[src/rtl/olid_pkg.sv]
// Shared types and constants for the ordered list unit.
// Used by the front, the back and the top level; depends on nothing.
`timescale 1ns / 1ps

package olid_pkg;

	localparam int DATA_W     = 32;
	localparam int CMDQ_DEPTH = 2;
	localparam int OUT_DEPTH  = 4;

	typedef enum logic [1:0] {
		OP_PUSH_FRONT = 2'd0,
		OP_PUSH_BACK  = 2'd1,
		OP_DELETE     = 2'd2,
		OP_NOP        = 2'd3
	} opcode_t;

	typedef enum logic [1:0] {
		ST_OK    = 2'd0,
		ST_FULL  = 2'd1,
		ST_RANGE = 2'd2
	} status_t;

	// What the back has to carry out once the front has checked the word
	typedef enum logic [1:0] {
		CMD_PUSH_FRONT = 2'd0,
		CMD_PUSH_BACK  = 2'd1,
		CMD_DELETE     = 2'd2,
		CMD_NONE       = 2'd3
	} cmd_kind_t;

	typedef struct packed {
		cmd_kind_t          kind;
		status_t            status;
		logic [DATA_W-1:0]  operand;
	} cmd_t;

	typedef struct packed {
		logic signed [DATA_W-1:0] element;
		logic                     is_last;
		logic                     list_empty;
		status_t                  status;
	} result_t;

endpackage

[src/rtl/olid_ram.sv]
// Generic single-write, single-read RAM with registered read data.
// Depends on nothing.
`timescale 1ns / 1ps

module olid_ram #(
	parameter int WIDTH = 32,
	parameter int DEPTH = 32
) (
	input  logic                     clk,
	input  logic                     we,
	input  logic [$clog2(DEPTH)-1:0] waddr,
	input  logic [WIDTH-1:0]         wdata,
	input  logic [$clog2(DEPTH)-1:0] raddr,
	output logic [WIDTH-1:0]         rdata
);

	logic [WIDTH-1:0] mem [DEPTH];

	always_ff @(posedge clk) begin
		if (we) begin
			mem[waddr] <= wdata;
		end
		rdata <= mem[raddr];
	end

endmodule

[src/rtl/olid_front.sv]
// Front end: accepts input words, checks them against a shadow element count
// and queues classified commands for the back. Depends on olid_pkg.
`timescale 1ns / 1ps

module olid_front
	import olid_pkg::*;
#(
	parameter int CAPACITY = 32
) (
	input  logic                     clk,
	input  logic                     arst_n,
	input  logic                     push,
	output logic                     full,
	input  logic [1:0]               opcode,
	input  logic signed [DATA_W-1:0] value_or_index,
	output logic                     cmd_valid,
	output cmd_t                     cmd,
	input  logic                     cmd_take
);

	localparam int CW  = $clog2(CAPACITY + 1);
	localparam int QPW = $clog2(CMDQ_DEPTH);
	localparam int QCW = $clog2(CMDQ_DEPTH + 1);

	logic [CW-1:0]  count_q;
	logic [CW-1:0]  count_next;
	cmd_t           cls;
	cmd_t           queue_q [CMDQ_DEPTH];
	logic [QPW-1:0] wp_q;
	logic [QPW-1:0] rp_q;
	logic [QCW-1:0] qcnt_q;
	logic           accept;
	logic           take;
	opcode_t        op;

	assign op        = opcode_t'(opcode);
	assign full      = (qcnt_q == QCW'(CMDQ_DEPTH));
	assign accept    = push && !full;
	assign cmd_valid = (qcnt_q != '0);
	assign cmd       = queue_q[rp_q];
	assign take      = cmd_take && cmd_valid;

	// Classify against the count the list will hold once earlier commands are done
	always_comb begin
		cls.operand = $unsigned(value_or_index);
		cls.kind    = CMD_NONE;
		cls.status  = ST_OK;
		count_next  = count_q;
		case (op)
			OP_PUSH_FRONT, OP_PUSH_BACK: begin
				if (count_q >= CW'(CAPACITY)) begin
					cls.status = ST_FULL;
				end else begin
					cls.kind   = (op == OP_PUSH_FRONT) ? CMD_PUSH_FRONT : CMD_PUSH_BACK;
					count_next = count_q + CW'(1);
				end
			end
			OP_DELETE: begin
				// negative index is huge as unsigned, so it always fails here
				if ($unsigned(value_or_index) >= DATA_W'(count_q)) begin
					cls.status = ST_RANGE;
				end else begin
					cls.kind   = CMD_DELETE;
					count_next = count_q - CW'(1);
				end
			end
			default: begin
				cls.kind = CMD_NONE;
			end
		endcase
	end

	always_ff @(posedge clk or negedge arst_n) begin
		if (!arst_n) begin
			count_q <= '0;
			wp_q    <= '0;
			rp_q    <= '0;
			qcnt_q  <= '0;
		end else begin
			if (accept) begin
				count_q <= count_next;
				wp_q    <= (wp_q == QPW'(CMDQ_DEPTH - 1)) ? '0 : wp_q + QPW'(1);
			end
			if (take) begin
				rp_q <= (rp_q == QPW'(CMDQ_DEPTH - 1)) ? '0 : rp_q + QPW'(1);
			end
			qcnt_q <= qcnt_q + QCW'(accept) - QCW'(take);
		end
	end

	always_ff @(posedge clk) begin
		if (accept) begin
			queue_q[wp_q] <= cls;
		end
	end

	a_qcnt_bound: assert property (@(posedge clk) disable iff (!arst_n)
		qcnt_q <= QCW'(CMDQ_DEPTH))
		else $error("command queue over capacity");

	a_count_bound: assert property (@(posedge clk) disable iff (!arst_n)
		count_q <= CW'(CAPACITY))
		else $error("shadow count past capacity");

	a_full_has_cmd: assert property (@(posedge clk) disable iff (!arst_n)
		full |-> cmd_valid)
		else $error("full raised with no command waiting");

endmodule

[src/rtl/olid_back.sv]
// Back end: carries out queued commands on the circular element store, shifts
// on delete and streams the list into a small result queue. Depends on olid_pkg, olid_ram.
`timescale 1ns / 1ps

module olid_back
	import olid_pkg::*;
#(
	parameter int CAPACITY = 32
) (
	input  logic    clk,
	input  logic    arst_n,
	input  logic    cmd_valid,
	input  cmd_t    cmd,
	output logic    cmd_take,
	output logic    res_valid,
	output result_t res,
	input  logic    res_pop
);

	localparam int CW  = $clog2(CAPACITY + 1);
	localparam int PW  = $clog2(CAPACITY);
	localparam int SW  = CW + 1;
	localparam int OPW = $clog2(OUT_DEPTH);
	localparam int OCW = $clog2(OUT_DEPTH + 1);

	typedef enum logic [1:0] {
		S_IDLE,
		S_SHIFT,
		S_SHIFT_WB,
		S_EMIT
	} state_t;

	state_t          state_q;
	cmd_t            cmd_q;
	logic [CW-1:0]   count_q;
	logic [PW-1:0]   fp_q;
	logic [CW-1:0]   k_q;
	logic            wr_pend_q;
	logic [PW-1:0]   wr_addr_q;
	logic            rd_vld_s1;
	logic            last_s1;
	logic            empty_s1;
	status_t         status_s1;

	result_t         ofifo_q [OUT_DEPTH];
	logic [OPW-1:0]  owp_q;
	logic [OPW-1:0]  orp_q;
	logic [OCW-1:0]  ocnt_q;

	logic            ram_we;
	logic [PW-1:0]   ram_waddr;
	logic [DATA_W-1:0] ram_wdata;
	logic [PW-1:0]   ram_raddr;
	logic [DATA_W-1:0] ram_rdata;
	logic [PW-1:0]   fp_dec;
	logic [CW-1:0]   del_idx;
	logic            can_issue;
	logic            emit_last;
	logic            opop;
	result_t         s1_res;

	function automatic logic [PW-1:0] slot_of(input logic [CW-1:0] k,
		input logic [PW-1:0] fp);
		logic [SW-1:0] s;
		s = SW'(fp) + SW'(k);
		if (s >= SW'(CAPACITY)) begin
			s = s - SW'(CAPACITY);
		end
		return s[PW-1:0];
	endfunction

	olid_ram #(
		.WIDTH (DATA_W),
		.DEPTH (CAPACITY)
	) u_store (
		.clk   (clk),
		.we    (ram_we),
		.waddr (ram_waddr),
		.wdata (ram_wdata),
		.raddr (ram_raddr),
		.rdata (ram_rdata)
	);

	assign fp_dec    = (fp_q == '0) ? PW'(CAPACITY - 1) : fp_q - PW'(1);
	assign del_idx   = cmd.operand[CW-1:0];
	assign cmd_take  = (state_q == S_IDLE);
	assign ram_raddr = slot_of(k_q, fp_q);
	assign can_issue = (ocnt_q + OCW'(rd_vld_s1)) < OCW'(OUT_DEPTH);
	assign emit_last = (count_q == '0) || ((k_q + CW'(1)) == count_q);

	always_comb begin
		ram_we    = 1'b0;
		ram_waddr = '0;
		ram_wdata = '0;
		if (wr_pend_q) begin
			// shift write: the word read last cycle moves one place to the front
			ram_we    = 1'b1;
			ram_waddr = wr_addr_q;
			ram_wdata = ram_rdata;
		end else if (state_q == S_IDLE && cmd_valid) begin
			case (cmd.kind)
				CMD_PUSH_FRONT: begin
					ram_we    = 1'b1;
					ram_waddr = fp_dec;
					ram_wdata = cmd.operand;
				end
				CMD_PUSH_BACK: begin
					ram_we    = 1'b1;
					ram_waddr = slot_of(count_q, fp_q);
					ram_wdata = cmd.operand;
				end
				default: begin
					ram_we = 1'b0;
				end
			endcase
		end
	end

	always_ff @(posedge clk or negedge arst_n) begin
		if (!arst_n) begin
			state_q   <= S_IDLE;
			count_q   <= '0;
			fp_q      <= '0;
			k_q       <= '0;
			wr_pend_q <= 1'b0;
			rd_vld_s1 <= 1'b0;
		end else begin
			wr_pend_q <= 1'b0;
			rd_vld_s1 <= 1'b0;
			case (state_q)
				S_IDLE: begin
					if (cmd_valid) begin
						k_q     <= '0;
						state_q <= S_EMIT;
						case (cmd.kind)
							CMD_PUSH_FRONT: begin
								fp_q    <= fp_dec;
								count_q <= count_q + CW'(1);
							end
							CMD_PUSH_BACK: begin
								count_q <= count_q + CW'(1);
							end
							CMD_DELETE: begin
								if ((del_idx + CW'(1)) == count_q) begin
									count_q <= count_q - CW'(1);
								end else begin
									k_q     <= del_idx + CW'(1);
									state_q <= S_SHIFT;
								end
							end
							default: begin
								state_q <= S_EMIT;
							end
						endcase
					end
				end
				S_SHIFT: begin
					wr_pend_q <= 1'b1;
					wr_addr_q <= slot_of(k_q - CW'(1), fp_q);
					k_q       <= k_q + CW'(1);
					if ((k_q + CW'(1)) == count_q) begin
						state_q <= S_SHIFT_WB;
					end
				end
				S_SHIFT_WB: begin
					count_q <= count_q - CW'(1);
					k_q     <= '0;
					state_q <= S_EMIT;
				end
				S_EMIT: begin
					if (can_issue) begin
						rd_vld_s1 <= 1'b1;
						last_s1   <= emit_last;
						empty_s1  <= (count_q == '0);
						status_s1 <= cmd_q.status;
						k_q       <= k_q + CW'(1);
						if (emit_last) begin
							state_q <= S_IDLE;
						end
					end
				end
				default: begin
					state_q <= S_IDLE;
				end
			endcase
		end
	end

	always_ff @(posedge clk) begin
		if (state_q == S_IDLE && cmd_valid) begin
			cmd_q <= cmd;
		end
	end

	// Result queue
	assign s1_res.element    = empty_s1 ? '0 : $signed(ram_rdata);
	assign s1_res.is_last    = last_s1;
	assign s1_res.list_empty = empty_s1;
	assign s1_res.status     = status_s1;
	assign res_valid         = (ocnt_q != '0);
	assign res               = ofifo_q[orp_q];
	assign opop              = res_pop && res_valid;

	always_ff @(posedge clk or negedge arst_n) begin
		if (!arst_n) begin
			owp_q  <= '0;
			orp_q  <= '0;
			ocnt_q <= '0;
		end else begin
			if (rd_vld_s1) begin
				owp_q <= (owp_q == OPW'(OUT_DEPTH - 1)) ? '0 : owp_q + OPW'(1);
			end
			if (opop) begin
				orp_q <= (orp_q == OPW'(OUT_DEPTH - 1)) ? '0 : orp_q + OPW'(1);
			end
			ocnt_q <= ocnt_q + OCW'(rd_vld_s1) - OCW'(opop);
		end
	end

	always_ff @(posedge clk) begin
		if (rd_vld_s1) begin
			ofifo_q[owp_q] <= s1_res;
		end
	end

	a_ofifo_bound: assert property (@(posedge clk) disable iff (!arst_n)
		ocnt_q <= OCW'(OUT_DEPTH))
		else $error("result queue over capacity");

	a_shift_in_range: assert property (@(posedge clk) disable iff (!arst_n)
		state_q == S_SHIFT |-> k_q < count_q)
		else $error("shift read past list end");

	a_wr_pend_state: assert property (@(posedge clk) disable iff (!arst_n)
		wr_pend_q |-> (state_q == S_SHIFT || state_q == S_SHIFT_WB))
		else $error("shift write outside shift");

	a_count_bound: assert property (@(posedge clk) disable iff (!arst_n)
		count_q <= CW'(CAPACITY))
		else $error("element count past capacity");

endmodule

[src/rtl/ordered_list_insert_delete_unit.sv]
// Ordered list unit: deque of signed words with delete by index.
// Both channels behave as queues. Input: drive opcode and value_or_index with
// push; the word is taken on a clock edge with push high and full low.
// Results: while empty is low the oldest result sits on element, is_last,
// list_empty and status; pop on a clock edge with empty low takes it.
// Every input word yields the whole list front to back, is_last on the final
// word; an empty list yields one word with list_empty set and element zero.
// A front stage checks each word and queues it (two entries); a back stage
// updates the circular store in a single-port-write RAM and streams the list.
// In the back, a delete at an index short of the last element first moves
// later elements one slot forward before the list is streamed.
// Reset clears the list and both queues; store contents need no clearing.
// When pop is held low the four-entry result queue fills, the back holds,
// the command queue fills and full rises; nothing is lost.
// Depends on olid_pkg, olid_front, olid_back, olid_ram.
`timescale 1ns / 1ps

module ordered_list_insert_delete_unit
	import olid_pkg::*;
#(
	parameter int CAPACITY = 32
) (
	input  logic                     clk,
	input  logic                     arst_n,
	input  logic                     push,
	output logic                     full,
	input  logic [1:0]               opcode,
	input  logic signed [DATA_W-1:0] value_or_index,
	output logic                     empty,
	input  logic                     pop,
	output logic signed [DATA_W-1:0] element,
	output logic                     is_last,
	output logic                     list_empty,
	output logic [1:0]               status
);

	logic    cmd_valid;
	cmd_t    cmd;
	logic    cmd_take;
	logic    res_valid;
	result_t res;

	olid_front #(
		.CAPACITY (CAPACITY)
	) u_front (
		.clk            (clk),
		.arst_n         (arst_n),
		.push           (push),
		.full           (full),
		.opcode         (opcode),
		.value_or_index (value_or_index),
		.cmd_valid      (cmd_valid),
		.cmd            (cmd),
		.cmd_take       (cmd_take)
	);

	olid_back #(
		.CAPACITY (CAPACITY)
	) u_back (
		.clk       (clk),
		.arst_n    (arst_n),
		.cmd_valid (cmd_valid),
		.cmd       (cmd),
		.cmd_take  (cmd_take),
		.res_valid (res_valid),
		.res       (res),
		.res_pop   (pop)
	);

	assign empty      = !res_valid;
	assign element    = res.element;
	assign is_last    = res.is_last;
	assign list_empty = res.list_empty;
	assign status     = res.status;

endmodule

[config.mk]
export PLATFORM = sky130hd
export DESIGN_NAME = ordered_list_insert_delete_unit
export DESIGN_NICKNAME = d
export VERILOG_FILES = /design/src/rtl/olid_pkg.sv /design/src/rtl/olid_ram.sv /design/src/rtl/olid_front.sv /design/src/rtl/olid_back.sv /design/src/rtl/ordered_list_insert_delete_unit.sv
export SDC_FILE = /design/constraint.sdc
export NUM_CORES = 1
export LEC_CHECK = 0
export BUFFER_PORTS_ARGS = -buffer_cell sky130_fd_sc_hd__buf_2
export CORE_MARGIN = 2
export CORE_UTILIZATION = 48
export CTS_BUF_LIST = sky130_fd_sc_hd__clkbuf_8 sky130_fd_sc_hd__clkbuf_16
export DETAILED_ROUTE_END_ITERATION = 12
export GPL_ROUTABILITY_DRIVEN = 1
export PLACE_DENSITY_LB_ADDON = 0.08
export SLEW_MARGIN = 15
export SYNTH_ARGS = -nofsm -noshare
export SYNTH_HDL_FRONTEND = slang
export SYNTH_SLANG_ARGS = --single-unit
export TNS_END_PERCENT = 50
[constraint.sdc]
create_clock -name clk -period 4.93 [get_ports clk]
set_input_delay 0.493 -clock clk [delete_from_list [all_inputs] [get_ports clk]]
set_output_delay 0.493 -clock clk [all_outputs]
set_load 0.03 [all_outputs]
==> results of run 1 <==
## cells in the mapped netlist (all sizes together) (3+ instances only)
cell type	count	share of area
nand2b	9	0.0011
nand2	63	0.0046
or3	5	0.00061
and2	8	0.00097
xnor2	30	0.0052
or2	3	0.00036
clkbuf	78	0.0057
o21ai	24	0.0023
mux2i	39	0.0076
a21o	9	0.0013
xor2	18	0.0032
nor4	6	0.00073
o31ai	33	0.0048
nor2b	37	0.0045
o31a	3	0.00051
dfxtp	32	0.012
a211oi	5	0.00082
fa	4	0.0015
and3	5	0.00061
o211ai	3	0.00044
nor3	8	0.00077
inv	36	0.0026
ha	44	0.011
edfxtp	1251	0.73
a21oi	14	0.0014
and4	3	0.00051
mux2	37	0.0081
dfrtp	38	0.018
buf	32	0.0031
nor3b	5	0.00082
a22oi	3	0.00044
o21a	3	0.00044
nor2	51	0.0037
mux4	356	0.16
nand3	13	0.0013
## sequential cells by signal, indices dropped and copies added (netlist names)
name and flops:
u_back.cmd_q 2, u_back.count_q 6, u_back.empty_s1 1, u_back.fp_q 5, u_back.k_q 6, u_back.last_s1 1, u_back.ocnt_q 3, u_back.ofifo_q 144
u_back.orp_q 2, u_back.owp_q 2, u_back.rd_vld_s1 1, u_back.state_q 2, u_back.status_s1 2, u_back.u_store.mem 1024, u_back.u_store.rdata 32, u_back.wr_addr_q 5
u_back.wr_pend_q 1, u_front.count_q 6, u_front.qcnt_q 2, u_front.queue_q 72, u_front.rp_q 1, u_front.wp_q 1
## final cells by class
cell class | instances | area [sq um] | area share
Antenna cell | 2 | 5.00 | 0.0000833
Timing Repair Buffer | 207 | 1840 | 0.0307
Tap cell | 1403 | 1760 | 0.0292
Clock buffer | 158 | 3840 | 0.0639
Sequential cell | 1321 | 39200 | 0.652
Multi-Input combinational cell | 874 | 12500 | 0.208
Inverter | 36 | 135 | 0.00225
Clock inverter | 99 | 860 | 0.0143
## cells in the final DEF (no fill, tap or decap), types with 9 or more instances in the layout
master,n
a21o_1,9
clkbuf_8,10
ha_1,43
edfxtp_1,1251
bufinv_16,15
buf_4,67
o31ai_2,21
nor2_1,18
o31ai_4,10
clkbuf_16,148
a21oi_1,14
nor2_4,33
dfrtp_1,34
clkinv_1,13
inv_1,79
xnor2_1,27
nand3_1,13
xor2_1,17
mux2i_1,38
buf_2,75
dlygate4sd3_1,29
nand2b_1,9
buf_12,30
nand2_1,62
o21ai_0,19
mux2_2,37
nor2b_1,37
mux4_2,356
clkinv_2,16
dfxtp_1,32
## repair_timing
action / CTS / global route
hold buffers: 29 / 0
endpoints found under the hold margin: 94 / 0
endpoints found under the setup margin: 0 / 0
## cell families (layout without fill, tap and decap cells)
logic type / after synthesis / in the layout / share of synthesized area
compound gates: 117 / 117 / 0.0161
mux: 432 / 432 / 0.171
flops: 1321 / 1321 / 0.758
fa+ha+maj: 48 / 48 / 0.0122
other cells: 0 / 2 / 0
simple gates: 226 / 226 / 0.0220
buf+inv: 146 / 500 / 0.0114
xor+xnor: 51 / 51 / 0.00976
## metrics by stage
| stage | instances | hold WS (ps) | total power (uW) |
|---|---|---|---|
| finish | 4100 | 57.8 | 43400 |
| detailed placement | 3806 | 415 | 33200 |
| CTS | 4092 | 20.1 | 43800 |
| global route | 4098 | 31.5 | 45300 |
| floorplan | 2341 | 197 | 27500 |
| global placement | 3806 | 418 | 33000 |
## worst max-delay path, stage by stage, from the launching register on
cell and delay [ps]:
dfrtp_1 420, inv_1 120, ha_1 340, o21ai_0 320, nor3b_2 550, a22o_1 260, nand3_1 570, nor2_4 810
buf_4 330
## per-layer routing
layer  part of all wire  track usage  vias to the layer above  wire length (um)
li1                   -            -                    10300                 -
met1               0.42        0.327                    13400             53100
met2               0.49        0.382                      851             62700
met3              0.065       0.0414                      170              8280
met4              0.021       0.0645                        0              2640
met5                  0            0                        -                 0
## final timing paths
kind,startpoint,endpoint,cells past startpoint
min in group asynchronous,arst_n,u_back.owp_q[0]$_DFFE_PN0P_,2
max in group asynchronous,arst_n,u_back.wr_pend_q$_DFF_PN0_,2
hold reg to reg,u_back.cmd_q[33]$_DFFE_PP_,u_back.status_s1[1]$_DFFE_PP_,0
setup / recovery,u_back.state_q[0]$_DFFE_PN0P_,u_back.u_store.mem[12][6]$_DFFE_PP_,8
setup reg to reg,u_back.state_q[0]$_DFFE_PN0P_,u_back.u_store.mem[12][6]$_DFFE_PP_,8
hold / removal,value_or_index[8],u_front.queue_q[1][8]$_DFFE_PP_,1
## power breakdown
part / leakage [uW] / switching (uW) / internal [uW]
logic: 0.00521 / 9180 / 8110
clock network: 0.00245 / 4220 / 6350
registers: 0.0122 / 882 / 14600
total: 0.0199 / 14300 / 29100
==> impl_metrics.py, run 1 <==
metrics = {
    "sta": {
        "tns_ps": 0,
        "slew_viol_final": 0,
        "report.final.setup_viol": 0,
        "fmaxAchievable_mhz": 248,
        "hold_viol": 0,
        "tightest_slew_ps": 1190,
        "min_period_ps": 4030,
        "clock_skew_ps": 22.0,
        "rsz0062_at_grt": "no",
        "worst_slack_ps": 897,
        "finalCritPeriodShare": 0.818,
        "slew_headroom": 0.210,
    },
    "floorplanning": {
        "num_rows": 120,
        "initial_core_util": 0.483,
        "fp.dieW_um": 332,
        "die-area_sq_mm": 0.110,
        "io_pins": 76,
        "fp.dieH_um": 332,
        "coreArea_sq_mm": 0.107,
    },
    "synth": {
        "synthFlopType": "edfxtp_1",
        "synthCells": 2341,
        "yosysSeqAreaShare": 0.758,
        "yosys_warnings": 0,
        "synth_nets": 2427,
        "syn_area_sq_mm": 0.0517,
        "synth.avg_cell_area_sq_um": 22.1,
        "synth-async-reset-ratio": 0.0288,
        "synth.ff_latch_count": 1321,
        "synth_cell_type_count": 66,
        "synth_edf_count": 1251,
    },
    "routing": {
        "drt_iter0_drc": 2247,
        "drt-total-wl_um": 127000,
        "postRouteAntennaNets": 0,
        "drc": 0,
        "dr_total_vias": 24600,
        "wl_per_cell_um": 30.9,
        "vias_per_cell": 6.01,
        "drt_first_pass_iters": 7,
    },
    "global_route": {
        "grt_max_degree": 69,
        "grt_overflow_total": 0,
        "grt_usage": 0.234,
        "grt_pass1_vias": 25500,
        "antenna_found_initial": 8,
        "grt_pass1_wl_um": 184000,
    },
    "clock_network": {
        "cts_root_buf": "clkbuf_16",
        "clockBufferDepth": 3,
        "cts_tree": "done",
        "cts_setup_buffers": 0,
        "cts_max_level": 4,
        "cts-buffers-inserted": 139,
        "path_clk_slew_ps": 60,
        "clkLatencyLatePin_ps": 740,
        "post_cts_resized": 0,
        "clock_sinks": 1321,
    },
    "run_status": {
        "status": "complete, no violations",
    },
    "setup_path": {
        "cp_max_fo": 14,
        "cp-start-kind": "flop",
        "critPathKind": "reg -> reg",
        "required_ps": 5370,
        "end_kind": "flop",
        "crit_arrival_ps": 4470,
        "regToRegSetupSlack_ps": 900,
    },
    "power": {
        "ir_drop_uv": 808,
        "p_leak_uw": 0.0199,
        "powerDensity_mw_per_mm2": 722,
    },
    "cells_and_area": {
        "final_nets": 2665,
        "syn_to_final_growth_pct": 16.3,
        "fillers": 7895,
        "drive_above_1_share": 0.320,
        "finish.utilization": 0.562,
        "fin_area_sq_mm": 0.0601,
    },
    "placed_design": {
        "dpl.hpwl_um": 72900,
        "place_ws_ps": 915,
        "io_buffers": 75,
        "gp_congestion": 0.853,
        "placed_area_sq_mm": 0.0550,
    },
    "flow_run": {
        "drv_cap": 0,
    },
    "hold_path": {
        "hold_class": "in -> reg",
    },
}
(Power assumes the default switching activity.)
==> run 2, diff against run 1 <==
==> constraint.sdc (replaced) <==
create_clock -name clk -period 4 [get_ports clk]
set_input_delay 0.4 -clock clk [delete_from_list [all_inputs] [get_ports clk]]
set_output_delay 0.4 -clock clk [all_outputs]
set_load 0.03 [all_outputs]
==> run 2 against run 1 <==
  * Global-route usage up 0.31 points
  * Critical endpoint is now u_back.u_store.mem[24][30]$_DFFE_PP_
  * Critical path type unchanged
  * First-iteration DRC count is 4.7% higher
  * Highest routed layer unchanged
  * Setup slack got worse by 720 ps
  * Sequential share of layout area is 0.075 points lower
==> impl_metrics.py, run 2 (same netlist as run 1, synthesis figures left out) <==
metrics = {
    "power": {
        "seqPwrFrac": 0.364,
        "intPower_uw": 35300,
        "clkPwrFrac": 0.227,
        "p_leak_uw": 0.0199,
        "ir_drop_uv": 747,
        "p_sw_frac": 0.330,
        "p_switching_uw": 17400,
        "powerDensity_mw_per_mm2": 875,
        "power.share.combinational": 0.409,
    },
    "placed_design": {
        "dpl.hpwl_um": 73600,
        "gp_congestion": 0.840,
        "place_ws_ps": 382,
        "io_buffers": 75,
        "post-place-cells": 3845,
    },
    "global_route": {
        "grt_pass1_wl_um": 184000,
        "grt_usage": 0.237,
        "antenna_found_initial": 8,
        "grt_max_degree": 75,
        "grt_overflow_total": 0,
        "grt_pass1_vias": 25500,
    },
    "routing": {
        "drt_iter0_drc": 2353,
        "drc": 0,
        "drt-total-wl_um": 129000,
        "postRouteAntennaNets": 0,
        "dr_total_vias": 24800,
        "drt_first_pass_iters": 5,
        "wl_per_cell_um": 31.4,
        "vias_per_cell": 6.01,
    },
    "flow_run": {
        "drv_cap": 0,
    },
    "floorplanning": {
        "num_rows": 120,
        "fp.dieH_um": 332,
        "initial_core_util": 0.483,
        "io_pins": 76,
        "fp.dieW_um": 332,
        "coreArea_sq_mm": 0.107,
        "die-area_sq_mm": 0.110,
    },
    "sta": {
        "slew_viol_final": 0,
        "slew_headroom": 0.183,
        "rsz0062_at_grt": "no",
        "tns_ps": 0,
        "hold_viol": 0,
        "fmaxAchievable_mhz": 261,
        "finalCritPeriodShare": 0.956,
        "tightest_slew_ps": 1210,
        "clock_skew_ps": 32.5,
        "report.final.setup_viol": 0,
        "worst_slack_ps": 175,
        "min_period_ps": 3830,
    },
    "cells_and_area": {
        "syn_to_final_growth_pct": 16.4,
        "mostFrequentLayoutCell": "edfxtp_1",
        "regMostFlops": "u_back.u_store.mem",
        "final_nets": 2706,
        "largest_reg_flops": 1024,
        "fillers": 7906,
        "final_cell_mix": "edfxtp_1, mux4_2, clkbuf_16, buf_4, inv_1",
        "drive_above_1_share": 0.322,
        "finalNonFillerCells": 4123,
        "reg_top3": "u_back.u_store.mem x1024, u_back.ofifo_q x144, u_front.queue_q x72",
    },
    "setup_path": {
        "end_kind": "flop",
        "crit_arrival_ps": 4190,
        "cpPeakStageDelay_ps": 990,
        "regToRegSetupSlack_ps": 170,
        "critical-path-slowest-cell": "o311ai_0",
        "rr_worst_depth": 9,
        "rr_startpoint": "u_back.fp_q[1]$_DFFE_PN0P_",
        "cp_max_fo": 14,
        "r2r-end": "u_back.u_store.mem[24][30]$_DFFE_PP_",
        "cp-start-kind": "flop",
        "critPathKind": "reg -> reg",
        "required_ps": 4370,
        "path_buf_inv": 2,
        "crit_chain": "inv_1, ha_1, nor2b_1, a21oi_1, o311ai_0, a32o_1, nand2_1, nor2_4, buf_4",
        "crit_family": "compound AO/OA/AOI/OAI gates",
    },
    "clock_network": {
        "post_cts_resized": 0,
        "cts-buffers-inserted": 139,
        "cts_tree": "done",
        "cts_root_buf": "clkbuf_16",
        "cts_setup_buffers": 0,
        "path_clk_slew_ps": 60,
        "clock_sinks": 1321,
        "clkLatencyLatePin_ps": 730,
        "clockBufferDepth": 3,
        "cts_max_level": 4,
    },
    "run_status": {
        "status": "complete, no violations",
    },
    "hold_path": {
        "hold_class": "in -> reg",
        "min_from": "value_or_index[18]",
        "hold_depth": 1,
        "hold_path_end": "u_front.queue_q[0][18]$_DFFE_PP_",
    },
}
run 2: power groups by stage:
stage | clock (uW) | sequential, uW | combinational [uW]
after floorplan | 0 | 18700 | 15200
after global placement | 0 | 19400 | 21400
after global routing | 12700 | 19300 | 23000
after detailed placement | 0 | 19500 | 21700
final | 12000 | 19200 | 21500
after CTS | 12200 | 19200 | 21800
run 2: metrics by stage:
step	total power [uW]	cell area (sq um)	util	hold WS (ps)
2_1_floorplan	33900	51700	-	104
3_3_place_gp	40800	55600	0.520	400
3_5_place_dp	41100	55600	0.520	411
4_1_cts	53200	60100	0.562	8.91
5_1_grt	55000	60200	0.563	26.9
6_report	52600	60200	0.563	71.4
run 2: worst max path at each step:
stage               depth (start not counted)                          start  slack [ps]                              endpoint
floorplan                                  10  u_back.state_q[0]$_DFFE_PN0P_         260    u_back.u_store.mem[5][0]$_DFFE_PP_
global route                                9     u_back.fp_q[1]$_DFFE_PN0P_         100  u_back.u_store.mem[24][30]$_DFFE_PP_
CTS                                         9     u_back.fp_q[1]$_DFFE_PN0P_         330  u_back.u_store.mem[24][30]$_DFFE_PP_
finish                                      9     u_back.fp_q[1]$_DFFE_PN0P_         170  u_back.u_store.mem[24][30]$_DFFE_PP_
detailed placement                          9     u_back.fp_q[1]$_DFFE_PN0P_         380  u_back.u_store.mem[24][25]$_DFFE_PP_
global placement                            9     u_back.fp_q[1]$_DFFE_PN0P_         440  u_back.u_store.mem[24][25]$_DFFE_PP_
run 2: final cells by class:
cell class,instances,area [sq um],area share
tap,1403,1760,0.0292
antenna,1,2.50,0.0000416
sequential,1321,39200,0.651
clock buffer,149,3640,0.0605
multi-input combinational,874,12500,0.208
inverter,36,135,0.00225
timing repair buffer,248,2410,0.0400
clock inverter,91,569,0.00946
run 2: per-layer routing:
layer	share of wire	routed length, um	vias up	global-route usage
li1	-	-	10300	-
met1	0.41	53200	13500	0.325
met2	0.50	64600	826	0.389
met3	0.072	9350	151	0.0537
met4	0.017	2170	0	0.0558
met5	0	0	-	0
run 2: what timing repair did:
item                       4_1_cts  5_1_grt
setup endpoints to repair        0        0
hold endpoints to repair        81        0
hold buffers                    33        0
